===== src/hdl/lcar_pkg.sv =====
// ============================================================================
// lcar_pkg - shared types and constants of the load cell converter reader
// Payload structs, register indexes, command codes, state encodings and the
// control and status bundles of the shared arithmetic unit.
// ============================================================================
package lcar_pkg;

  // Default values of the top level parameters
  localparam int DATA_BITS_DEF  = 24;
  localparam int TARE_READS_DEF = 10;

  // Fixed field widths
  localparam int RAW_W    = 24;
  localparam int WEIGHT_W = 32;
  localparam int SUM_W    = 32;
  localparam int READ_W   = 8;
  localparam int GAIN_W   = 2;
  localparam int PULSE_W  = 2;
  localparam int CMD_W    = 2;
  localparam int CFG_IDX_W = 2;
  localparam int CFG_DATA_W = 32;

  // Shared unit geometry: one 32-step loop for both divide and multiply
  localparam int ALU_W     = 32;
  localparam int PROD_W    = 2 * ALU_W;
  localparam int ALU_STEPS = 32;
  localparam int STEP_W    = $clog2(ALU_STEPS);
  localparam int FRAC_SHIFT = 8;

  // Register indexes
  localparam logic [CFG_IDX_W-1:0] CFG_GAIN    = 2'd0;
  localparam logic [CFG_IDX_W-1:0] CFG_SAMPLES = 2'd1;
  localparam logic [CFG_IDX_W-1:0] CFG_SCALE   = 2'd2;

  // Register reset values
  localparam logic [GAIN_W-1:0]     GAIN_RST    = 2'd0;
  localparam logic [READ_W-1:0]     SAMPLES_RST = 8'd1;
  localparam logic [CFG_DATA_W-1:0] SCALE_RST   = 32'd65536;

  // Command codes
  localparam logic [CMD_W-1:0] CMD_TICK  = 2'd0;
  localparam logic [CMD_W-1:0] CMD_WEIGH = 2'd1;
  localparam logic [CMD_W-1:0] CMD_TARE  = 2'd2;

  // Gain / channel codes
  localparam logic [GAIN_W-1:0] GAIN_A128 = 2'd0;
  localparam logic [GAIN_W-1:0] GAIN_A64  = 2'd1;
  localparam logic [GAIN_W-1:0] GAIN_B32  = 2'd2;

  // Saturation limits of the weight
  localparam logic [WEIGHT_W-1:0] WEIGHT_MAX = 32'h7FFF_FFFF;
  localparam logic [WEIGHT_W-1:0] WEIGHT_MIN = 32'h8000_0000;

  // Converter serial protocol phase
  typedef enum logic [2:0] {
    PH_IDLE  = 3'd0,
    PH_WAIT  = 3'd1,
    PH_DHIGH = 3'd2,
    PH_DLOW  = 3'd3,
    PH_XHIGH = 3'd4,
    PH_XLOW  = 3'd5
  } phase_t;

  // Block sequencer
  typedef enum logic [2:0] {
    SQ_TICK,
    SQ_DIV,
    SQ_MAG,
    SQ_MUL,
    SQ_DONE
  } seq_t;

  typedef enum logic {
    ALU_DIV,
    ALU_MUL
  } alu_op_t;

  typedef struct packed {
    logic    start;
    alu_op_t op;
  } alu_cmd_t;

  typedef struct packed {
    logic busy;
    logic done;
  } alu_sts_t;

  typedef struct packed {
    logic [CMD_W-1:0] command;
    logic             dout_level;
  } in_t;

  typedef struct packed {
    logic                       sck_level;
    logic                       busy_res;
    logic                       result_valid;
    logic signed [WEIGHT_W-1:0] weight;
    logic [RAW_W-1:0]           raw_average;
    logic                       tare_done;
  } out_t;

  // Extra clock pulses after the data bits select the next gain or channel
  function automatic logic [PULSE_W-1:0] gain_pulses(input logic [GAIN_W-1:0] gain);
    logic [PULSE_W-1:0] pulses;
    case (gain)
      GAIN_A64: pulses = 2'd3;
      GAIN_B32: pulses = 2'd2;
      GAIN_A128: pulses = 2'd1;
      default: pulses = 2'd1;
    endcase
    return pulses;
  endfunction

endpackage


===== src/hdl/load_cell_adc_reader_top.sv =====
// ============================================================================
// load_cell_adc_reader_top - serial bridge converter reader with weighing
// Drives the converter clock one half period per input transaction, shifts
// in conversions, averages them and scales the result to weight units.
// ============================================================================
//
//  channel | direction | handshake           | payload
//  --------+-----------+---------------------+----------------------------
//  in_     | input     | in_valid / in_stall | lcar_pkg::in_t (one tick)
//  out_    | output    | out_valid/out_stall | lcar_pkg::out_t (per tick)
//  cfg_    | input     | cfg_valid/cfg_ready | cfg_index, cfg_data
//
//  An ordinary tick updates the protocol state; its result sits in the output register
//  the next cycle, and a new tick is taken every cycle while it drains.
//  The tick that ends a sequence runs the shared 32-step adder loop, once
//  for a tare (divide) and twice for a weighing (divide and multiply),
//  during which in_stall stays high.
//  Reset is synchronous; no clearing pass is needed. cfg_ready is always high.
//  out_stall holds the output register; in_stall follows it when it is full.
//
module load_cell_adc_reader_top #(
  parameter int DATA_BITS  = lcar_pkg::DATA_BITS_DEF,
  parameter int TARE_READS = lcar_pkg::TARE_READS_DEF
) (
  input  logic                              clk,
  input  logic                              rst_n,
  input  logic                              in_valid,
  output logic                              in_stall,
  input  lcar_pkg::in_t                     in_data,
  output logic                              out_valid,
  input  logic                              out_stall,
  output lcar_pkg::out_t                    out_data,
  input  logic                              cfg_valid,
  output logic                              cfg_ready,
  input  logic [lcar_pkg::CFG_IDX_W-1:0]    cfg_index,
  input  logic [lcar_pkg::CFG_DATA_W-1:0]   cfg_data
);

  localparam int BIT_W = $clog2(DATA_BITS + 1);
  localparam logic [DATA_BITS-1:0] TOP_BIT = {1'b1, {(DATA_BITS-1){1'b0}}};

  // Configuration registers
  logic [lcar_pkg::GAIN_W-1:0]     gain_r;
  logic [lcar_pkg::READ_W-1:0]     samples_r;
  logic [lcar_pkg::CFG_DATA_W-1:0] scale_r;

  // Protocol state
  lcar_pkg::phase_t                phase_r, phase_nxt;
  logic                            is_tare_r, is_tare_nxt;
  logic [BIT_W-1:0]                bit_r, bit_nxt;
  logic [lcar_pkg::PULSE_W-1:0]    extra_r, extra_nxt;
  logic [lcar_pkg::READ_W-1:0]     read_r, read_nxt;
  logic [DATA_BITS-1:0]            shift_r, shift_nxt;
  logic [lcar_pkg::SUM_W-1:0]      sum_r, sum_nxt;
  logic [DATA_BITS-1:0]            tare_r;

  // Sequencer and arithmetic results
  lcar_pkg::seq_t                  seq_r, seq_nxt;
  logic [DATA_BITS-1:0]            avg_r;
  logic                            neg_r;
  logic                            out_valid_r;
  lcar_pkg::out_t                  out_data_r;

  logic                            in_acc;
  logic                            slot_free;
  logic                            tick_sck;
  logic                            tick_finish;
  logic [BIT_W-1:0]                bit_inc;
  logic                            bit_last;
  logic [lcar_pkg::PULSE_W-1:0]    extra_dec;
  logic [lcar_pkg::READ_W-1:0]     read_inc;
  logic [lcar_pkg::READ_W-1:0]     read_target;
  logic                            read_done;
  logic                            mag_neg;
  logic [DATA_BITS-1:0]            mag;
  logic [lcar_pkg::PROD_W-lcar_pkg::FRAC_SHIFT-1:0] scaled;
  logic                            scaled_ovf;
  logic [lcar_pkg::WEIGHT_W-1:0]   weight_sat;
  logic [lcar_pkg::ALU_W-1:0]      avg_ext;

  lcar_pkg::alu_cmd_t              alu_cmd;
  lcar_pkg::alu_sts_t              alu_sts;
  logic [lcar_pkg::ALU_W-1:0]      alu_operand;
  logic [lcar_pkg::ALU_W-1:0]      alu_quotient;
  logic [lcar_pkg::PROD_W-1:0]     alu_product;

  logic                            out_load;
  lcar_pkg::out_t                  out_nxt;

  // Handshake
  assign slot_free = !out_valid_r || !out_stall;
  assign in_stall  = !((seq_r == lcar_pkg::SQ_TICK) && slot_free);
  assign in_acc    = in_valid && !in_stall;
  assign cfg_ready = 1'b1;
  assign out_valid = out_valid_r;
  assign out_data  = out_data_r;

  // Hold configuration registers
  always_ff @(posedge clk) begin
    if (!rst_n) begin
      gain_r    <= lcar_pkg::GAIN_RST;
      samples_r <= lcar_pkg::SAMPLES_RST;
      scale_r   <= lcar_pkg::SCALE_RST;
    end else if (cfg_valid && cfg_ready) begin
      case (cfg_index)
        lcar_pkg::CFG_GAIN:    gain_r    <= cfg_data[lcar_pkg::GAIN_W-1:0];
        lcar_pkg::CFG_SAMPLES: samples_r <= cfg_data[lcar_pkg::READ_W-1:0];
        lcar_pkg::CFG_SCALE:   scale_r   <= cfg_data;
        default: ;
      endcase
    end
  end

  // Counter helpers
  assign bit_inc   = bit_r + BIT_W'(1);
  assign bit_last  = bit_inc >= BIT_W'(DATA_BITS);
  assign extra_dec = (extra_r != '0) ? extra_r - 1'b1 : '0;
  assign read_inc  = read_r + 1'b1;
  always_comb begin
    if (is_tare_r) begin
      read_target = lcar_pkg::READ_W'(TARE_READS);
    end else if (samples_r == '0) begin
      read_target = lcar_pkg::READ_W'(1);
    end else begin
      read_target = samples_r;
    end
  end
  assign read_done = read_inc >= read_target;

  // Protocol phase: next state
  always_comb begin
    case (phase_r)
      lcar_pkg::PH_IDLE: begin
        if (in_data.command inside {lcar_pkg::CMD_WEIGH, lcar_pkg::CMD_TARE}) begin
          phase_nxt = lcar_pkg::PH_WAIT;
        end else begin
          phase_nxt = lcar_pkg::PH_IDLE;
        end
      end
      lcar_pkg::PH_WAIT: begin
        phase_nxt = in_data.dout_level ? lcar_pkg::PH_WAIT : lcar_pkg::PH_DLOW;
      end
      lcar_pkg::PH_DHIGH: phase_nxt = lcar_pkg::PH_DLOW;
      lcar_pkg::PH_DLOW: begin
        phase_nxt = bit_last ? lcar_pkg::PH_XHIGH : lcar_pkg::PH_DHIGH;
      end
      lcar_pkg::PH_XHIGH: phase_nxt = lcar_pkg::PH_XLOW;
      lcar_pkg::PH_XLOW: begin
        if (extra_dec != '0) begin
          phase_nxt = lcar_pkg::PH_XHIGH;
        end else if (read_done) begin
          phase_nxt = lcar_pkg::PH_IDLE;
        end else begin
          phase_nxt = lcar_pkg::PH_WAIT;
        end
      end
      default: phase_nxt = lcar_pkg::PH_IDLE;
    endcase
  end

  // Protocol phase: outputs
  always_comb begin
    tick_sck    = 1'b0;
    tick_finish = 1'b0;
    case (phase_r)
      lcar_pkg::PH_WAIT:  tick_sck = !in_data.dout_level;
      lcar_pkg::PH_DHIGH: tick_sck = 1'b1;
      lcar_pkg::PH_XHIGH: tick_sck = 1'b1;
      lcar_pkg::PH_XLOW:  tick_finish = (extra_dec == '0) && read_done;
      default: ;
    endcase
  end

  // Protocol datapath next values
  always_comb begin
    is_tare_nxt = is_tare_r;
    bit_nxt     = bit_r;
    extra_nxt   = extra_r;
    read_nxt    = read_r;
    shift_nxt   = shift_r;
    sum_nxt     = sum_r;
    case (phase_r)
      lcar_pkg::PH_IDLE: begin
        if (in_data.command inside {lcar_pkg::CMD_WEIGH, lcar_pkg::CMD_TARE}) begin
          is_tare_nxt = (in_data.command == lcar_pkg::CMD_TARE);
          read_nxt    = '0;
          sum_nxt     = '0;
        end
      end
      lcar_pkg::PH_WAIT: begin
        if (!in_data.dout_level) begin
          bit_nxt   = '0;
          shift_nxt = '0;
        end
      end
      lcar_pkg::PH_DLOW: begin
        shift_nxt = {shift_r[DATA_BITS-2:0], in_data.dout_level};
        bit_nxt   = bit_inc;
        if (bit_last) begin
          extra_nxt = lcar_pkg::gain_pulses(gain_r);
        end
      end
      lcar_pkg::PH_XLOW: begin
        extra_nxt = extra_dec;
        if (extra_dec == '0) begin
          sum_nxt  = sum_r + lcar_pkg::SUM_W'(shift_r ^ TOP_BIT);
          read_nxt = read_inc;
        end
      end
      default: ;
    endcase
  end

  // Advance protocol state on each accepted tick
  always_ff @(posedge clk) begin
    if (!rst_n) begin
      phase_r   <= lcar_pkg::PH_IDLE;
      is_tare_r <= 1'b0;
      bit_r     <= '0;
      extra_r   <= '0;
      read_r    <= '0;
      shift_r   <= '0;
      sum_r     <= '0;
    end else if (in_acc) begin
      phase_r   <= phase_nxt;
      is_tare_r <= is_tare_nxt;
      bit_r     <= bit_nxt;
      extra_r   <= extra_nxt;
      read_r    <= read_nxt;
      shift_r   <= shift_nxt;
      sum_r     <= sum_nxt;
    end
  end

  // Offset magnitude and sign of the averaged reading
  assign mag_neg = avg_r < tare_r;
  assign mag     = mag_neg ? tare_r - avg_r : avg_r - tare_r;

  // Truncate Q48.16 product to Q.8 and saturate
  assign scaled     = alu_product[lcar_pkg::PROD_W-1:lcar_pkg::FRAC_SHIFT];
  assign scaled_ovf = |scaled[lcar_pkg::PROD_W-lcar_pkg::FRAC_SHIFT-1:lcar_pkg::WEIGHT_W-1];
  always_comb begin
    if (neg_r) begin
      weight_sat = scaled_ovf ? lcar_pkg::WEIGHT_MIN
                              : '0 - scaled[lcar_pkg::WEIGHT_W-1:0];
    end else begin
      weight_sat = scaled_ovf ? lcar_pkg::WEIGHT_MAX : scaled[lcar_pkg::WEIGHT_W-1:0];
    end
  end
  assign avg_ext = lcar_pkg::ALU_W'(avg_r);

  // Sequencer: next state
  always_comb begin
    seq_nxt = seq_r;
    case (seq_r)
      lcar_pkg::SQ_TICK: if (in_acc && tick_finish) seq_nxt = lcar_pkg::SQ_DIV;
      lcar_pkg::SQ_DIV: begin
        if (alu_sts.done) seq_nxt = is_tare_r ? lcar_pkg::SQ_DONE : lcar_pkg::SQ_MAG;
      end
      lcar_pkg::SQ_MAG: seq_nxt = lcar_pkg::SQ_MUL;
      lcar_pkg::SQ_MUL: if (alu_sts.done) seq_nxt = lcar_pkg::SQ_DONE;
      lcar_pkg::SQ_DONE: if (slot_free) seq_nxt = lcar_pkg::SQ_TICK;
      default: seq_nxt = lcar_pkg::SQ_TICK;
    endcase
  end

  // Sequencer: outputs
  always_comb begin
    alu_cmd.start = 1'b0;
    alu_cmd.op    = lcar_pkg::ALU_DIV;
    alu_operand   = sum_nxt;
    out_load      = 1'b0;
    out_nxt.sck_level    = tick_sck;
    out_nxt.busy_res     = (phase_nxt != lcar_pkg::PH_IDLE);
    out_nxt.result_valid = 1'b0;
    out_nxt.weight       = '0;
    out_nxt.raw_average  = '0;
    out_nxt.tare_done    = 1'b0;
    case (seq_r)
      lcar_pkg::SQ_TICK: begin
        if (in_acc) begin
          if (tick_finish) begin
            alu_cmd.start = 1'b1;
          end else begin
            out_load = 1'b1;
          end
        end
      end
      lcar_pkg::SQ_MAG: begin
        alu_cmd.start = 1'b1;
        alu_cmd.op    = lcar_pkg::ALU_MUL;
        alu_operand   = lcar_pkg::ALU_W'(mag);
      end
      lcar_pkg::SQ_DONE: begin
        out_load             = slot_free;
        out_nxt.sck_level    = 1'b0;
        out_nxt.busy_res     = 1'b0;
        out_nxt.result_valid = !is_tare_r;
        out_nxt.weight       = is_tare_r ? '0 : weight_sat;
        out_nxt.raw_average  = avg_ext[lcar_pkg::RAW_W-1:0];
        out_nxt.tare_done    = is_tare_r;
      end
      default: ;
    endcase
  end

  // Sequencer state and output register valid
  always_ff @(posedge clk) begin
    if (!rst_n) begin
      seq_r       <= lcar_pkg::SQ_TICK;
      out_valid_r <= 1'b0;
      tare_r      <= '0;
    end else begin
      seq_r <= seq_nxt;
      if (out_load) begin
        out_valid_r <= 1'b1;
      end else if (!out_stall) begin
        out_valid_r <= 1'b0;
      end
      if (out_load && (seq_r == lcar_pkg::SQ_DONE) && is_tare_r) begin
        tare_r <= avg_r;
      end
    end
  end

  // Capture payload and intermediate results
  always_ff @(posedge clk) begin
    if (out_load) begin
      out_data_r <= out_nxt;
    end
    if ((seq_r == lcar_pkg::SQ_DIV) && alu_sts.done) begin
      avg_r <= alu_quotient[DATA_BITS-1:0];
    end
    if (seq_r == lcar_pkg::SQ_MAG) begin
      neg_r <= mag_neg;
    end
  end

  lcar_alu u_alu (
    .clk      (clk),
    .rst_n    (rst_n),
    .cmd      (alu_cmd),
    .sts      (alu_sts),
    .operand  (alu_operand),
    .divisor  (read_r),
    .scale    (scale_r),
    .quotient (alu_quotient),
    .product  (alu_product)
  );

`ifndef SYNTHESIS
  // No tick is taken while arithmetic or the final result is pending
  a_stall_when_busy: assert property (@(posedge clk) disable iff (!rst_n)
    (seq_r != lcar_pkg::SQ_TICK) |-> in_stall)
    else $error("top: input taken during arithmetic");

  // The shared unit reports completion only while the sequencer waits for it
  a_done_in_wait: assert property (@(posedge clk) disable iff (!rst_n)
    alu_sts.done |-> (seq_r == lcar_pkg::SQ_DIV || seq_r == lcar_pkg::SQ_MUL))
    else $error("top: unexpected arithmetic completion");

  // A weighing result and a tare completion never share a transaction
  a_result_excl: assert property (@(posedge clk) disable iff (!rst_n)
    out_valid_r |-> !(out_data_r.result_valid && out_data_r.tare_done))
    else $error("top: weight and tare flagged together");

  // A finished sequence leaves the block idle
  a_finish_idle: assert property (@(posedge clk) disable iff (!rst_n)
    (out_valid_r && (out_data_r.result_valid || out_data_r.tare_done))
      |-> !out_data_r.busy_res)
    else $error("top: busy flag on finishing transaction");

  // Leaving the result state always loads the output register
  a_done_loads: assert property (@(posedge clk) disable iff (!rst_n)
    (seq_r == lcar_pkg::SQ_DONE && seq_nxt == lcar_pkg::SQ_TICK) |-> out_load)
    else $error("top: result dropped");
`endif

endmodule


===== src/hdl/lcar_alu.sv =====
// ============================================================================
// lcar_alu - shared iterative divide / multiply unit
// One 33-bit adder serves a restoring divide (32-bit sum by 8-bit count) and
// a shift-add multiply (32 by 32 bits), one bit per cycle.
// ============================================================================
module lcar_alu (
  input  logic                         clk,
  input  logic                         rst_n,
  input  lcar_pkg::alu_cmd_t           cmd,
  output lcar_pkg::alu_sts_t           sts,
  input  logic [lcar_pkg::ALU_W-1:0]   operand,
  input  logic [lcar_pkg::READ_W-1:0]  divisor,
  input  logic [lcar_pkg::ALU_W-1:0]   scale,
  output logic [lcar_pkg::ALU_W-1:0]   quotient,
  output logic [lcar_pkg::PROD_W-1:0]  product
);

  logic                            busy_r;
  logic                            done_r;
  logic [lcar_pkg::STEP_W-1:0]     step_r;
  lcar_pkg::alu_op_t               op_r;
  logic [lcar_pkg::ALU_W-1:0]      hi_r;
  logic [lcar_pkg::ALU_W-1:0]      lo_r;
  logic [lcar_pkg::READ_W-1:0]     rem_r;

  logic [lcar_pkg::READ_W:0]       shifted;
  logic [lcar_pkg::ALU_W:0]        add_a;
  logic [lcar_pkg::ALU_W:0]        add_b;
  logic                            add_cin;
  logic [lcar_pkg::ALU_W+1:0]      add_sum;

  // Select adder operands: trial subtract for divide, partial product for multiply
  always_comb begin
    shifted = {rem_r, lo_r[lcar_pkg::ALU_W-1]};
    case (op_r)
      lcar_pkg::ALU_DIV: begin
        add_a   = (lcar_pkg::ALU_W+1)'(shifted);
        add_b   = ~((lcar_pkg::ALU_W+1)'(divisor));
        add_cin = 1'b1;
      end
      lcar_pkg::ALU_MUL: begin
        add_a   = {1'b0, hi_r};
        add_b   = lo_r[0] ? {1'b0, scale} : '0;
        add_cin = 1'b0;
      end
      default: begin
        add_a   = '0;
        add_b   = '0;
        add_cin = 1'b0;
      end
    endcase
    add_sum = {1'b0, add_a} + {1'b0, add_b} + (lcar_pkg::ALU_W+2)'(add_cin);
  end

  // Step counter and completion pulse
  always_ff @(posedge clk) begin
    if (!rst_n) begin
      busy_r <= 1'b0;
      done_r <= 1'b0;
      step_r <= '0;
    end else begin
      done_r <= 1'b0;
      if (cmd.start) begin
        busy_r <= 1'b1;
        step_r <= '0;
      end else if (busy_r) begin
        step_r <= step_r + 1'b1;
        if (step_r == lcar_pkg::STEP_W'(lcar_pkg::ALU_STEPS - 1)) begin
          busy_r <= 1'b0;
          done_r <= 1'b1;
        end
      end
    end
  end

  // Load operands on start, then advance one bit per cycle
  always_ff @(posedge clk) begin
    if (cmd.start) begin
      op_r  <= cmd.op;
      lo_r  <= operand;
      hi_r  <= '0;
      rem_r <= '0;
    end else if (busy_r) begin
      case (op_r)
        lcar_pkg::ALU_DIV: begin
          if (add_sum[lcar_pkg::ALU_W+1]) begin
            rem_r <= add_sum[lcar_pkg::READ_W-1:0];
            lo_r  <= {lo_r[lcar_pkg::ALU_W-2:0], 1'b1};
          end else begin
            rem_r <= shifted[lcar_pkg::READ_W-1:0];
            lo_r  <= {lo_r[lcar_pkg::ALU_W-2:0], 1'b0};
          end
        end
        lcar_pkg::ALU_MUL: begin
          hi_r <= add_sum[lcar_pkg::ALU_W:1];
          lo_r <= {add_sum[0], lo_r[lcar_pkg::ALU_W-1:1]};
        end
        default: begin
          lo_r <= lo_r;
        end
      endcase
    end
  end

  assign sts.busy = busy_r;
  assign sts.done = done_r;
  assign quotient = lo_r;
  assign product  = {hi_r, lo_r};

`ifndef SYNTHESIS
  // A new operation never starts on top of a running one
  a_no_restart: assert property (@(posedge clk) disable iff (!rst_n)
    cmd.start |-> !busy_r)
    else $error("lcar_alu: start while busy");

  // Completion follows the last step
  a_done_after_busy: assert property (@(posedge clk) disable iff (!rst_n)
    $rose(done_r) |-> $past(busy_r))
    else $error("lcar_alu: done without a running operation");

  // Busy and done are never high together
  a_busy_done_excl: assert property (@(posedge clk) disable iff (!rst_n)
    !(busy_r && done_r))
    else $error("lcar_alu: busy and done overlap");
`endif

endmodule

===== config.mk =====
export PLATFORM = sky130hd
export DESIGN_NAME = load_cell_adc_reader_top
export DESIGN_NICKNAME = d
export VERILOG_FILES = /design/src/hdl/lcar_pkg.sv /design/src/hdl/load_cell_adc_reader_top.sv /design/src/hdl/lcar_alu.sv
export SDC_FILE = /design/constraint.sdc
export NUM_CORES = 1
export LEC_CHECK = 0
export ABC_CLOCK_PERIOD_IN_PS = 10760
export CAP_MARGIN = 30
export CORE_ASPECT_RATIO = 0.6
export CORE_MARGIN = 2
export CORE_UTILIZATION = 56
export DETAILED_ROUTE_END_ITERATION = 10
export DONT_BUFFER_PORTS = 1
export HOLD_SLACK_MARGIN = 0.1
export PLACE_DENSITY = 0.71
export SLEW_MARGIN = 20
export SYNTH_ARGS = -nofsm -noshare
export SYNTH_HDL_FRONTEND = slang
export SYNTH_SLANG_ARGS = --single-unit

===== constraint.sdc =====
create_clock -name clk -period 10.76 [get_ports clk]
set_input_delay 1.076 -clock clk [delete_from_list [all_inputs] [get_ports clk]]
set_output_delay 1.076 -clock clk [all_outputs]
set_load 0.05 [all_outputs]

# [Word-level counts from Yosys, hierarchy flattened]
# Cells that the tools add are included.
[totals] input_bits=42 out_inout_bits=63 regBits=310 word_cells=170
[classes] n_reduce_logical=41 mux=57 add_sub_neg=10 n_eq_ne=25 n_lt_le_gt_ge=3 n_bitwise=6
[ops] cell="2-to-1 mux 32 bit" n=9
[ops] cell="case mux 33 bit (2 select lines)" n=2
[ops] cell="case mux 32 bit (2 select lines)" n=2
[ops] cell="2-to-1 mux 24 bit" n=2
[ops] cell="case mux 24 bit (2 select lines)" n=1
[ops] cell="subtractor 24 bit" n=2
[ops] cell="2-to-1 mux 8 bit" n=5
[ops] cell="adder 33 x 33 -> 34 bit" n=1
[ops] cell="adder 34 x 1 -> 34 bit" n=1
[ops] cell="inverter 8 -> 33 bit" n=1
[ops] cell="adder 32 x 24 -> 32 bit" n=1
[ops] cell="subtractor 1 x 32 -> 32 bit (first input constant)" n=1
[ops] cell="OR reduction 25 bit" n=1
[ops] cell="less-than comparator 24 bit" n=1
[ops] cell="2-to-1 mux 3 bit" n=7
[ops] cell="case mux 3 bit (6 select lines)" n=1
[ops] cell="case mux 8 bit (2 select lines)" n=1
[ops] cell="2-to-1 mux 1 bit" n=15
[ops] cell="case mux 3 bit (5 select lines)" n=1
[ops] cell="nonzero test 2 bit" n=7
[ops] cell="== test 3 x 2 -> 1 bit (second input constant)" n=4
[ops] cell="adder 5 x 1 -> 5 bit (second input constant)" n=2
[ops] cell="!= test 2 bit (second input constant)" n=5
[ops] cell="case mux 5 bit (2 select lines)" n=1
[ops] cell="27 further kinds" n=68

# [Depth between registers and ports, before layout]
# Gate-level depths: netlist of the first run.
[depth] depth_word=11 ltp_mapped=17 mapped_depth_nobuf=14

# [Hierarchy]
# Synthesis of the first run repeated with hierarchy kept, for this count alone.
[hier_totals] hier_cells=2388 hier_area_um2=19821.5
[modules_own_cells] module="load_cell_adc_reader_top" cells_each=1669 area_each_um2=13878.3 instances=1
[modules_own_cells] module="lcar_alu" cells_each=719 area_each_um2=5943.2 instances=1

# [Worst setup path after synthesis of the first run]
# OpenSTA, ideal clock, no wires.
[synth_timing] path_type="reg-to-reg" start="reg read_r[0] (netlist name)" end="reg out_data_r, in the netlist out_data[0], enable pin" stages_incl_launch_ff=11 required_time_ns=10.260 setup_ns=0.500 path_buffers=0 setup_slack_ns=5.214 arrival_ns=5.046 cell_sequence="dfxtp_1 -> and3_1 -> and3_1 -> nand3_1 -> xnor2_1 -> ha_1 -> a2111oi_0 -> nand2_1 -> o22ai_1 -> o21ai_0 -> a21oi_1"
[synth_between] elab_chain_cells=7
[synth_rtl] item="start: declaration" line="load_cell_adc_reader_top.sv:52" rtl="logic [lcar_pkg::READ_W-1:0] read_r, read_nxt;"
[synth_rtl] item="start signal: assignment" line="load_cell_adc_reader_top.sv:229" rtl="read_r <= read_nxt;"
[synth_rtl] item="adder 8 x 1 -> 8 bit" line="load_cell_adc_reader_top.sv:118" rtl="assign read_inc = read_r + 1'b1;"
[synth_rtl] item=">= comparator 8 bit" line="load_cell_adc_reader_top.sv:128" rtl="assign read_done = read_inc >= read_target;"
[synth_rtl] item="logical AND 1 bit" line="load_cell_adc_reader_top.sv:169" rtl="lcar_pkg::PH_XLOW: tick_finish = (extra_dec == '0) && read_done;"
[synth_rtl] item="2-to-1 mux 1 bit" line="load_cell_adc_reader_top.sv:165" rtl="case (phase_r)"
[synth_rtl] item="2-to-1 mux 1 bit" line="load_cell_adc_reader_top.sv:282" rtl="if (tick_finish) begin"
[synth_rtl] item="2-to-1 mux 1 bit" line="load_cell_adc_reader_top.sv:281" rtl="if (in_acc) begin"
[synth_rtl] item="case mux 1 bit (2 select lines)" line="load_cell_adc_reader_top.sv:279" rtl="case (seq_r)"
[synth_rtl] item="named net out_load" line="load_cell_adc_reader_top.sv:87" rtl="logic out_load;"
[synth_rtl] item="end signal: assignment" line="load_cell_adc_reader_top.sv:329" rtl="out_data_r <= out_nxt;"
[synth_rtl] item="end: declaration" line="load_cell_adc_reader_top.sv:62" rtl="lcar_pkg::out_t out_data_r;"
# The timed path passes the listed nets, and every way through them passes these cells.
# A chain may end at the register's enable or synchronous reset.

# [Final worst setup path of the first run]
[layout_timing] start="reg u_alu.op_r" end="reg u_alu.rem_r[4] (netlist name)"
[layout_between] elab_chain_cells=5 word_cells_on_any_way=8 classes_between="add/sub: 2; mux: 4; bitwise: 1; reduce/logical: 1"
[layout_rtl] item="start: declaration" line="lcar_alu.sv:21" rtl="lcar_pkg::alu_op_t op_r;"
[layout_rtl] item="start signal: assignment" line="lcar_alu.sv:79" rtl="op_r <= cmd.op;"
[layout_rtl] item="inverter 1 bit (no source line)"
[layout_rtl] item="case mux 33 bit (2 select lines)" line="lcar_alu.sv:35" rtl="case (op_r)"
[layout_rtl] item="adder 33 x 33 -> 34 bit" line="lcar_alu.sv:52" rtl="add_sum = {1'b0, add_a} + {1'b0, add_b} + (lcar_pkg::ALU_W+2)'(add_cin);"
[layout_rtl] item="adder 34 x 1 -> 34 bit" line="lcar_alu.sv:52"
[layout_rtl] item="2-to-1 mux 8 bit" line="lcar_alu.sv:86" rtl="if (add_sum[lcar_pkg::ALU_W+1]) begin"
[layout_rtl] item="end signal: assignment" line="lcar_alu.sv:87" rtl="rem_r <= add_sum[lcar_pkg::READ_W-1:0];"
[layout_rtl] item="end signal: assignment" line="lcar_alu.sv:90" rtl="rem_r <= shifted[lcar_pkg::READ_W-1:0];"
[layout_rtl] item="end: declaration" line="lcar_alu.sv:24" rtl="logic [lcar_pkg::READ_W-1:0] rem_r;"
# Several ways; a longest one is shown, not always the timed one. The select of a mux whose other input is x is not followed.

==> impl_metrics.json, run 1 <==
{
  "place_congestion": 0.9398,
  "rsz0062_at_grt": "false",
  "crit_path_start_kind": "flop",
  "post_cts_resized": 0,
  "grt_pass1_wl_um": 87870,
  "drt_first_pass_iters": 5,
  "post_cts_buffers": 0,
  "die-height_um": 148.7,
  "hold_violations": 0,
  "sw_frac_of_total_pct": 24.35,
  "synth-seq-area-share_pct": 37.78,
  "die_x_um": 245.2,
  "ys_dominant_reg_cell": "dfxtp_1",
  "antenna_found_initial": 1,
  "row_count": 52,
  "drcViolationCount": 0,
  "final_cell_mix": "nand2_1, dfxtp_1, nor2_1, a21oi_1, o21ai_0",
  "cts.path.max_buffers": 3,
  "timing.fmax_mhz": 203.8,
  "final_common_cell": "nand2_1",
  "period_needed_ns": 4.908,
  "cts_tree": "done",
  "cts_hold_buf": 0,
  "root_buffer": "clkbuf_16",
  "coreArea_um2": 34030,
  "grt_pass1_vias": 15360,
  "synth_edf_count": 118,
  "pin_count": 105,
  "start_util_pct": 57.46,
  "fin_setup_tns_ns": 0,
  "setup_viol": 0,
  "ys_types": 81,
  "synth_area_um2": 19550,
  "routed_wl_um": 56620,
  "dr.first_iter.drc_count": 2111,
  "final_net_count": 2373,
  "p_clk_share_pct": 43.4,
  "p_seq_share_pct": 50.2,
  "cp_data_arrival_time_ns": 5.42,
  "p_leak_nw": 8.654,
  "grt-ovfl-total": 0,
  "status": "complete, no violations",
  "cp.required_ns": 11.27,
  "hp-class": "reg -> reg",
  "slew_headroom_pct": 40.86,
  "p_sw_uw": 627.3,
  "maxCapViolCount": 0,
  "netlist_instances": 2284,
  "async_flop_share_pct": 0,
  "numCtsBuffers": 30,
  "synthToLayoutAreaGrowth_pct": 6.943,
  "cts.sinks": 310,
  "syn-mean-instance-area_um2": 8.561,
  "cp-end-kind": "flop",
  "die_area_um2": 36480,
  "ys_warn_count": 0,
  "grtUsageTotal_pct": 30.53,
  "clock_skew_ns": 0.02143,
  "worstSkewPairLatency_ns": 0.59,
  "routed-via-count": 17100,
  "holdWs_ns": 0.4650,
  "drv_slew": 0,
  "synth_fp_nets": 2449,
  "ant_nets": 0,
  "dp_hpwl_um": 41100,
  "peakVddDrop_mv": 0.1174,
  "cts.clk_slew.worst_paths_ns": 0.06,
  "synth-seq-cells": 310,
  "drive_gt1_share_pct": 5.020,
  "cp_max_fo": 62,
  "n_antenna_cell": 0,
  "wl_per_cell_um": 21.05,
  "htreeDepth": 1,
  "io_buffers": 0,
  "pwr_density_cell_nw_per_um2": 123.2,
  "worstSetupPathType": "reg -> reg",
  "via_per_inst": 6.357,
  "comb_power_share_pct": 6.4,
  "grt_start_max_net_pins": 146,
  "internal-power_mw": 1.949,
  "worst_slew_pin_slew_ns": 0.8850,
  "fin_crit_sh_pct": 45.61
}
synth_stat cells, types with 7 or more instances:
cell type / number / area share (%)
a211o_1: 11 / 0.49
a211oi_1: 16 / 0.61
a21boi_0: 65 / 2.5
a21o_1: 42 / 1.6
a21oi_1: 152 / 3.9
a221oi_1: 15 / 0.67
a22oi_1: 41 / 1.6
a31oi_1: 18 / 0.58
and2_1: 45 / 1.4
and3_1: 23 / 0.74
buf_1: 13 / 0.25
buf_2: 7 / 0.18
clkbuf_1: 117 / 2.2
dfxtp_1: 192 / 20
edfxtp_1: 118 / 18
ha_1: 118 / 7.6
inv_1: 83 / 1.6
mux2_2: 18 / 1.0
mux2i_1: 58 / 3.0
nand2_1: 323 / 6.2
nand2b_1: 23 / 0.74
nand3_1: 52 / 1.3
nand4_1: 18 / 0.58
nor2_1: 152 / 2.9
nor2b_1: 66 / 2.1
nor3_1: 36 / 0.92
nor3b_1: 14 / 0.54
nor4_1: 30 / 0.96
o211a_1: 9 / 0.46
o211ai_1: 21 / 0.81
o21a_1: 23 / 0.88
o21ai_0: 127 / 3.3
o22ai_1: 10 / 0.32
o31ai_1: 14 / 0.54
or3_1: 22 / 0.70
xnor2_1: 58 / 2.6
xor2_1: 36 / 1.6
cells by family (layout without fill, tap and decap cells):
family | Yosys count | after routing | synth area share (%)
xor gates and xnor gates | 94 | 94 | 4.210
muxes | 76 | 76 | 4.006
DFF | 310 | 310 | 37.78
other | 1 | 1 | 0.01918
and+or+nand+nor | 837 | 837 | 20.69
adders and majority gates | 123 | 123 | 8.062
AOI/OAI and AO/OA | 619 | 619 | 20.80
buffers and inverters | 224 | 171 | 4.441
per-layer routing:
layer	vias to the layer above	track usage, %	share of wire [%]
li1	8041	-	-
met1	8162	49.48	49
met2	836	39.51	37
met3	61	8.617	12
met4	0	5.000	1.4
met5	-	0	0
critical path, cell delays in order, from the launching register on:
cell and delay (ns):
edfxtp_1 0.72, buf_4 0.59, mux2_2 0.41, ha_1 0.34, o21a_1 0.15, o31a_1 0.20, o211ai_1 0.16, o21ai_0 0.64
a21oi_1 0.23, nor3_1 0.36, o22a_1 0.52, mux2_2 0.39, a21oi_1 0.13
path summary, 6_finish.rpt:
kind                                   from        endpoint  slack (ns)  cells past startpoint
worst min-delay path            scale_r[27]     scale_r[27]        0.46                      2
worst max-delay path             u_alu.op_r  u_alu.rem_r[4]        5.85                     12
worst min register to register  scale_r[27]     scale_r[27]        0.46                      2
worst max register to register   u_alu.op_r  u_alu.rem_r[4]        5.85                     12
power groups by stage:
stage / registers (mW) / clock network, mW / logic, mW
floorplan: 1.31 / 0 / 0.132
global placement: 1.32 / 0 / 0.156
detailed placement: 1.32 / 0 / 0.160
CTS: 1.29 / 1.12 / 0.161
global route: 1.29 / 1.17 / 0.182
finish: 1.29 / 1.12 / 0.165
metrics by stage:
stage	worst slack, ns	utilization, %	power, mW	cells	instance area [µm²]
3_5_place_dp	5.941	58.33	1.477	2632	19850
3_3_place_gp	6.162	58.09	1.472	2626	19770
2_1_floorplan	5.214	-	1.437	2284	19550
4_1_cts	5.981	61.32	2.578	2687	20870
5_1_grt	5.565	61.45	2.647	2690	20910
6_report	5.852	61.45	2.576	2690	20910
flip-flops by register name (all words and copies together), names as in the netlist, 2 cells and up:
| name | count |
|---|---|
| out_data | 60 |
| scale_r | 32 |
| sum_r | 32 |
| u_alu.hi_r | 32 |
| u_alu.quotient | 32 |
| avg_r | 24 |
| shift_r | 24 |
| tare_r | 24 |
| read_r | 8 |
| samples_r | 8 |
| u_alu.rem_r | 8 |
| bit_r | 5 |
| u_alu.step_r | 5 |
| phase_r | 3 |
| seq_r | 3 |
| extra_r | 2 |
| gain_r | 2 |
final cells by class:
class / instances / area [µm²]
Sequential cell: 310 / 7387
Inverter: 84 / 315.3
Timing Repair Buffer: 32 / 300.3
Tap cell: 459 / 574.3
Fill cell: 2908 / 13120
Multi-Input combinational cell: 1750 / 11320
Clock buffer: 47 / 897.1
Clock inverter: 8 / 120.1
Note: power is estimated with default switching activity, not from simulation.
==> run 2, diff against run 1 <==
--- a/config.mk
+++ b/config.mk
@@ -5,7 +5,7 @@
 export SDC_FILE = /design/constraint.sdc
 export NUM_CORES = 1
 export LEC_CHECK = 0
-export ABC_CLOCK_PERIOD_IN_PS = 10760
+export ABC_CLOCK_PERIOD_IN_PS = 5100
 export CAP_MARGIN = 30
 export CORE_ASPECT_RATIO = 0.6
 export CORE_MARGIN = 2
==> constraint.sdc (replaced) <==
create_clock -name clk -period 5.1 [get_ports clk]
set_input_delay 0.51 -clock clk [delete_from_list [all_inputs] [get_ports clk]]
set_output_delay 0.51 -clock clk [all_outputs]
set_load 0.05 [all_outputs]
==> impl_metrics.json, run 2 (same netlist as run 1, synthesis figures left out) <==
{
  "status": "complete, no violations",
  "grt_pass1_vias": 15220,
  "fin_setup_tns_ns": 0,
  "worstSkewPairLatency_ns": 0.54,
  "cp.required_ns": 5.59,
  "die_x_um": 245.2,
  "pin_count": 105,
  "coreArea_um2": 34030,
  "cts.clk_slew.worst_paths_ns": 0.07,
  "rsz0062_at_grt": "false",
  "peakVddDrop_mv": 0.2218,
  "wl_per_cell_um": 21.16,
  "grt_util_met3_pct": 9.624,
  "drive_gt1_share_pct": 5.479,
  "grt_pass1_wl_um": 88460,
  "die-height_um": 148.7,
  "layout_setup_ws_ns": 0.8579,
  "worstSetupPathType": "reg -> reg",
  "n_antenna_cell": 0,
  "cts_tree": "done",
  "io_buffers": 0,
  "p_sw_mw": 1.457,
  "grtUsageTotal_pct": 30.90,
  "drv_slew": 0,
  "antenna_found_initial": 0,
  "maxCapViolCount": 0,
  "root_buffer": "clkbuf_16",
  "cp-end-kind": "flop",
  "hold_violations": 0,
  "dp_hpwl_um": 40900,
  "period_needed_ns": 4.242,
  "met2_usage_pct": 38.53,
  "numCtsBuffers": 34,
  "fin_crit_sh_pct": 83.18,
  "internal-power_mw": 4.321,
  "timing.fmax_mhz": 235.7,
  "drt_first_pass_iters": 6,
  "start_util_pct": 57.46,
  "synthToLayoutAreaGrowth_pct": 7.947,
  "slew_headroom_pct": 39.06,
  "final_cell_mix": "nand2_1, dfxtp_1, nor2_1, a21oi_1, o21ai_0",
  "largest_reg_flops": 60,
  "sw_frac_of_total_pct": 25.21,
  "routed_wl_um": 57210,
  "routed-via-count": 17110,
  "place_congestion": 0.9805,
  "post_cts_resized": 0,
  "drcViolationCount": 0,
  "clock_skew_ns": 0.01793,
  "regArea_um2": 7387,
  "cp_max_fo": 40,
  "htreeDepth": 2,
  "pwr_density_cell_nw_per_um2": 273.7,
  "final_net_count": 2385,
  "fin_util_pct": 62.03,
  "p_clk_share_pct": 44.6,
  "ant_nets": 0,
  "via_per_inst": 6.329,
  "multi_input_area_um2": 11320,
  "comb_power_share_pct": 8.2,
  "cts.path.max_buffers": 3,
  "grt_start_max_net_pins": 145,
  "hp-class": "in -> reg",
  "grt_most_used_layer": "met1",
  "p_seq_share_pct": 47.2,
  "cp_data_arrival_time_ns": 4.73,
  "crit_path_start_kind": "flop",
  "cts.sinks": 310,
  "p_leak_nw": 8.340,
  "nFillCells": 2929,
  "row_count": 52,
  "final_common_cell": "nand2_1",
  "worst_slew_pin_slew_ns": 0.9115,
  "dr.first_iter.drc_count": 2174,
  "grt-ovfl-total": 0,
  "pre_cts_slack_ns": 1.019,
  "die_area_um2": 36480,
  "use_met1_pct": 50.64,
  "setup_viol": 0
}
## run 2: cell count changes in the layout (fill, tap and decap cells not counted), moves of 2 or more
cell / previous run / this run
buf_4: 23 / 28
buf_8: 7 / 5
clkbuf_1: 11 / 9
clkbuf_16: 32 / 37
clkbuf_8: 4 / 2
clkinv_1: 2 / 5
dlygate4sd3_1: 0 / 3
## run 2: path summary, 6_finish.rpt
check	depth (start not counted)	to	slack [ns]	from
hold reg to reg	2	scale_r[29]	0.46	scale_r[29]
setup reg to reg	17	u_alu.hi_r[26]	0.86	read_r[0]
setup / recovery	17	u_alu.hi_r[26]	0.86	read_r[0]
hold / removal	2	scale_r[6]	0.12	cfg_data[6]
## run 2: area by class of cell
| type | count | share of cell area, % |
|---|---|---|
| clock buffers | 48 | 4.677 |
| clock inverters | 13 | 0.6995 |
| inverters | 84 | 1.494 |
| multi-input cells | 1750 | 53.63 |
| flip-flops and latches | 310 | 35.00 |
| well taps | 459 | 2.721 |
| repair buffers | 40 | 1.784 |
## run 2: power groups by stage
stage               combinational (mW)  sequential (mW)  clock [mW]
detailed placement               0.451             2.78           0
finish                           0.475             2.72        2.58
global route                     0.512             2.73        2.69
CTS                              0.456             2.72        2.59
global placement                 0.442             2.77           0
floorplan                        0.363             2.75           0
## run 2: routing by layer
metal	up-vias	part of all wire, %	wire [µm]
li1	8051	-	-
met1	8140	49	28200
met2	851	36	20730
met3	71	13	7450
met4	0	1.4	820
met5	-	0	0
## run 2: stage by stage
step / hold slack, ns / power (mW) / area [µm²] / cells
after floorplan: 0.4206 / 3.116 / 19560 / 2284
after global routing: 0.1119 / 5.936 / 21110 / 2704
after global placement: 0.4519 / 3.216 / 19800 / 2631
after detailed placement: 0.4586 / 3.228 / 19870 / 2636
final: 0.1203 / 5.777 / 21110 / 2704
after CTS: 0.1046 / 5.772 / 21030 / 2700
## run 2: timing repair
item | CTS | global route
hold buffers | 3 | 0
buffers inserted | 0 | 0
hold endpoints to repair | 2 | 0
## run 2: critical path, cell delays in order, from the launching register on
cell and delay, ns:
dfxtp_1 0.43, and3_1 0.27, and3_1 0.30, nand3_1 0.14
xnor2_1 0.17, ha_1 0.22, a2111oi_0 0.40, nand2_1 0.10
o22ai_1 0.35, nor2_1 0.10, buf_4 0.22, nor2_1 0.14
buf_4 0.32, inv_1 0.07, buf_4 0.27, or3_1 0.40
mux2i_1 0.13, a31o_2 0.11
==> run 3, diff against run 2 <==
--- a/config.mk
+++ b/config.mk
@@ -5,7 +5,7 @@
 export SDC_FILE = /design/constraint.sdc
 export NUM_CORES = 1
 export LEC_CHECK = 0
-export ABC_CLOCK_PERIOD_IN_PS = 5100
+export ABC_CLOCK_PERIOD_IN_PS = 3740
 export CAP_MARGIN = 30
 export CORE_ASPECT_RATIO = 0.6
 export CORE_MARGIN = 2
@@ -13,7 +13,7 @@
 export DETAILED_ROUTE_END_ITERATION = 10
 export DONT_BUFFER_PORTS = 1
 export HOLD_SLACK_MARGIN = 0.1
-export PLACE_DENSITY = 0.71
+export PLACE_DENSITY = 0.74
 export SLEW_MARGIN = 20
 export SYNTH_ARGS = -nofsm -noshare
 export SYNTH_HDL_FRONTEND = slang
==> constraint.sdc (replaced) <==
create_clock -name clk -period 3.74 [get_ports clk]
set_input_delay 0.374 -clock clk [delete_from_list [all_inputs] [get_ports clk]]
set_output_delay 0.374 -clock clk [all_outputs]
set_load 0.05 [all_outputs]
==> impl_metrics.json, run 3 (same netlist as run 1, synthesis figures left out) <==
{
  "drive_gt1_share_pct": 7.245,
  "cpMaxStageDelayCell": "edfxtp_1",
  "grtUsageTotal_pct": 32.15,
  "grt_start_max_net_pins": 144,
  "crit_path_start_kind": "flop",
  "reg2reg_slack_ns": 0.12,
  "die_x_um": 245.2,
  "drcViolationCount": 0,
  "cts_tree": "done",
  "routed-via-count": 17510,
  "comb_power_share_pct": 7.3,
  "coreArea_um2": 34030,
  "p_clk_share_pct": 44.5,
  "period_needed_ns": 3.619,
  "pre_cts_slack_ns": 0.08436,
  "final_net_count": 2446,
  "cp_data_arrival_time_ns": 3.94,
  "cts.path.max_buffers": 3,
  "numCtsBuffers": 30,
  "critPathMaxStageDelay_ns": 0.51,
  "r2r_cells": 15,
  "p_leak_nw": 9.045,
  "cp-end-kind": "flop",
  "timing.fmax_mhz": 276.3,
  "pwr_density_cell_nw_per_um2": 355.2,
  "peakVddDrop_mv": 0.3958,
  "status": "complete, no violations",
  "hp-class": "in -> reg",
  "clock_skew_ns": 0.01299,
  "dr.first_iter.drc_count": 2269,
  "antenna_found_initial": 0,
  "slew_headroom_pct": 43.31,
  "r2r_start": "u_alu.quotient[0]",
  "row_count": 52,
  "worst-path-stages": 15,
  "root_buffer": "clkbuf_16",
  "largest_reg_flops": 60,
  "drv_slew": 0,
  "final_cell_mix": "nand2_1, dfxtp_1, nor2_1",
  "ant_nets": 0,
  "cp_cell_sequence": "buf_4 > buf_4 > nand2_1 > nand2_1 > ha_1 > nand4_1 > nor2_1 > a211o_1 > a311o_1 > a21oi_1 > nor3_1 > o22a_1 > buf_4 > nand2b_1 > a31oi_1",
  "place_area_um2": 20120,
  "start_util_pct": 57.46,
  "critPathLaunch": "u_alu.quotient[0]",
  "min_to": "gain_r[0]",
  "r2r-end": "u_alu.quotient[0]",
  "design_area_um2": 21690,
  "cp.required_ns": 4.06,
  "drt_first_pass_iters": 6,
  "worstSetupPathType": "reg -> reg",
  "fin_crit_sh_pct": 96.78,
  "place_congestion": 0.9841,
  "io_buffers": 0,
  "maxCapViolCount": 0,
  "cts.clk_slew.worst_paths_ns": 0.07,
  "min_delay_path_depth": 3,
  "grt-ovfl-total": 0,
  "synthToLayoutAreaGrowth_pct": 10.93,
  "htreeDepth": 1,
  "wl_per_cell_um": 21.60,
  "via_per_inst": 6.335,
  "cp_top_family": "compound AO/OA/AOI/OAI gates",
  "internal-power_mw": 5.790,
  "sw_frac_of_total_pct": 24.86,
  "hp-start": "cfg_index[0]",
  "die-height_um": 148.7,
  "critPathMostFrequentCell": "buf_4",
  "die_area_um2": 36480,
  "fin_util_pct": 63.74,
  "routed_wl_um": 59710,
  "cp_max_fo": 9,
  "cts.sinks": 310,
  "dp_hpwl_um": 43150,
  "worst_slew_pin_slew_ns": 0.8397,
  "p_seq_share_pct": 48.2,
  "cp_num_buf_inv": 3,
  "final_common_cell": "nand2_1",
  "grt_pass1_wl_um": 91990,
  "pin_count": 105,
  "n_antenna_cell": 0,
  "p_sw_mw": 1.915,
  "setup_viol": 0,
  "hold_violations": 0,
  "worstSkewPairLatency_ns": 0.59,
  "grt_pass1_vias": 15880,
  "layout_setup_ws_ns": 0.1206
}
## run 3: per-stage QoR
stage	std cells	total power [mW]	TNS [ns]	hold WS [ns]
floorplan	2284	4.133	0	0.4206
global placement	2663	4.253	0	0.4537
detailed placement	2667	4.269	0	0.4577
CTS	2760	7.696	0	0.1053
global route	2764	7.894	-0.03467	0.1548
finish	2764	7.705	0	0.1059
## run 3: what timing repair did
| item | CTS | global route |
|---|---|---|
| resized for setup | 0 | 10 |
| buffers inserted | 0 | 3 |
| hold buffers | 37 | 0 |
| setup endpoints to repair | 0 | 138 |
| hold endpoints to repair | 147 | 0 |
## run 3: power groups by stage
stage	combinational, mW	clock, mW	sequential, mW
3_3_place_gp	0.472	0	3.78
3_5_place_dp	0.486	0	3.78
6_report	0.563	3.43	3.71
2_1_floorplan	0.381	0	3.75
4_1_cts	0.546	3.44	3.71
5_1_grt	0.611	3.56	3.72
## run 3: worst register-to-register path, cell delays in order, from the launching register on
cell and delay [ns]:
edfxtp_1 0.51, buf_4 0.21, buf_4 0.16, nand2_1 0.16, nand2_1 0.09, ha_1 0.37, nand4_1 0.14, nor2_1 0.06
a211o_1 0.31, a311o_1 0.36, a21oi_1 0.24, nor3_1 0.13, o22a_1 0.28, buf_4 0.20, nand2b_1 0.07, a31oi_1 0.07
## run 3: routing by layer
layer  vias to the layer above  routed length [µm]  global-route usage (%)
met5                         -                  62                   1.203
met4                         2                1127                   6.341
met3                        71                8332                   11.60
met2                       915               22020                   40.27
met1                      8334               28160                   51.05
li1                       8189                   -                       -
## run 3: worst max path at each step
stage / end / slack (ns)
global route: u_alu.quotient[12] / -0.03
finish: u_alu.quotient[0] / 0.12
CTS: u_alu.rem_r[5] / 0.05
global placement: u_alu.quotient[18] / 0.08
detailed placement: u_alu.rem_r[0] / 0.08
floorplan: u_alu.quotient[0] / 0.04
## run 3: layout make-up
cell class	count	area, µm²
fillers	2846	12340
multi-input cells	1750	11350
flip-flops and latches	310	7387
repair buffers	105	957.2
clock buffers	38	864.6
well taps	459	574.3
inverters	84	315.3
clock inverters	18	237.7
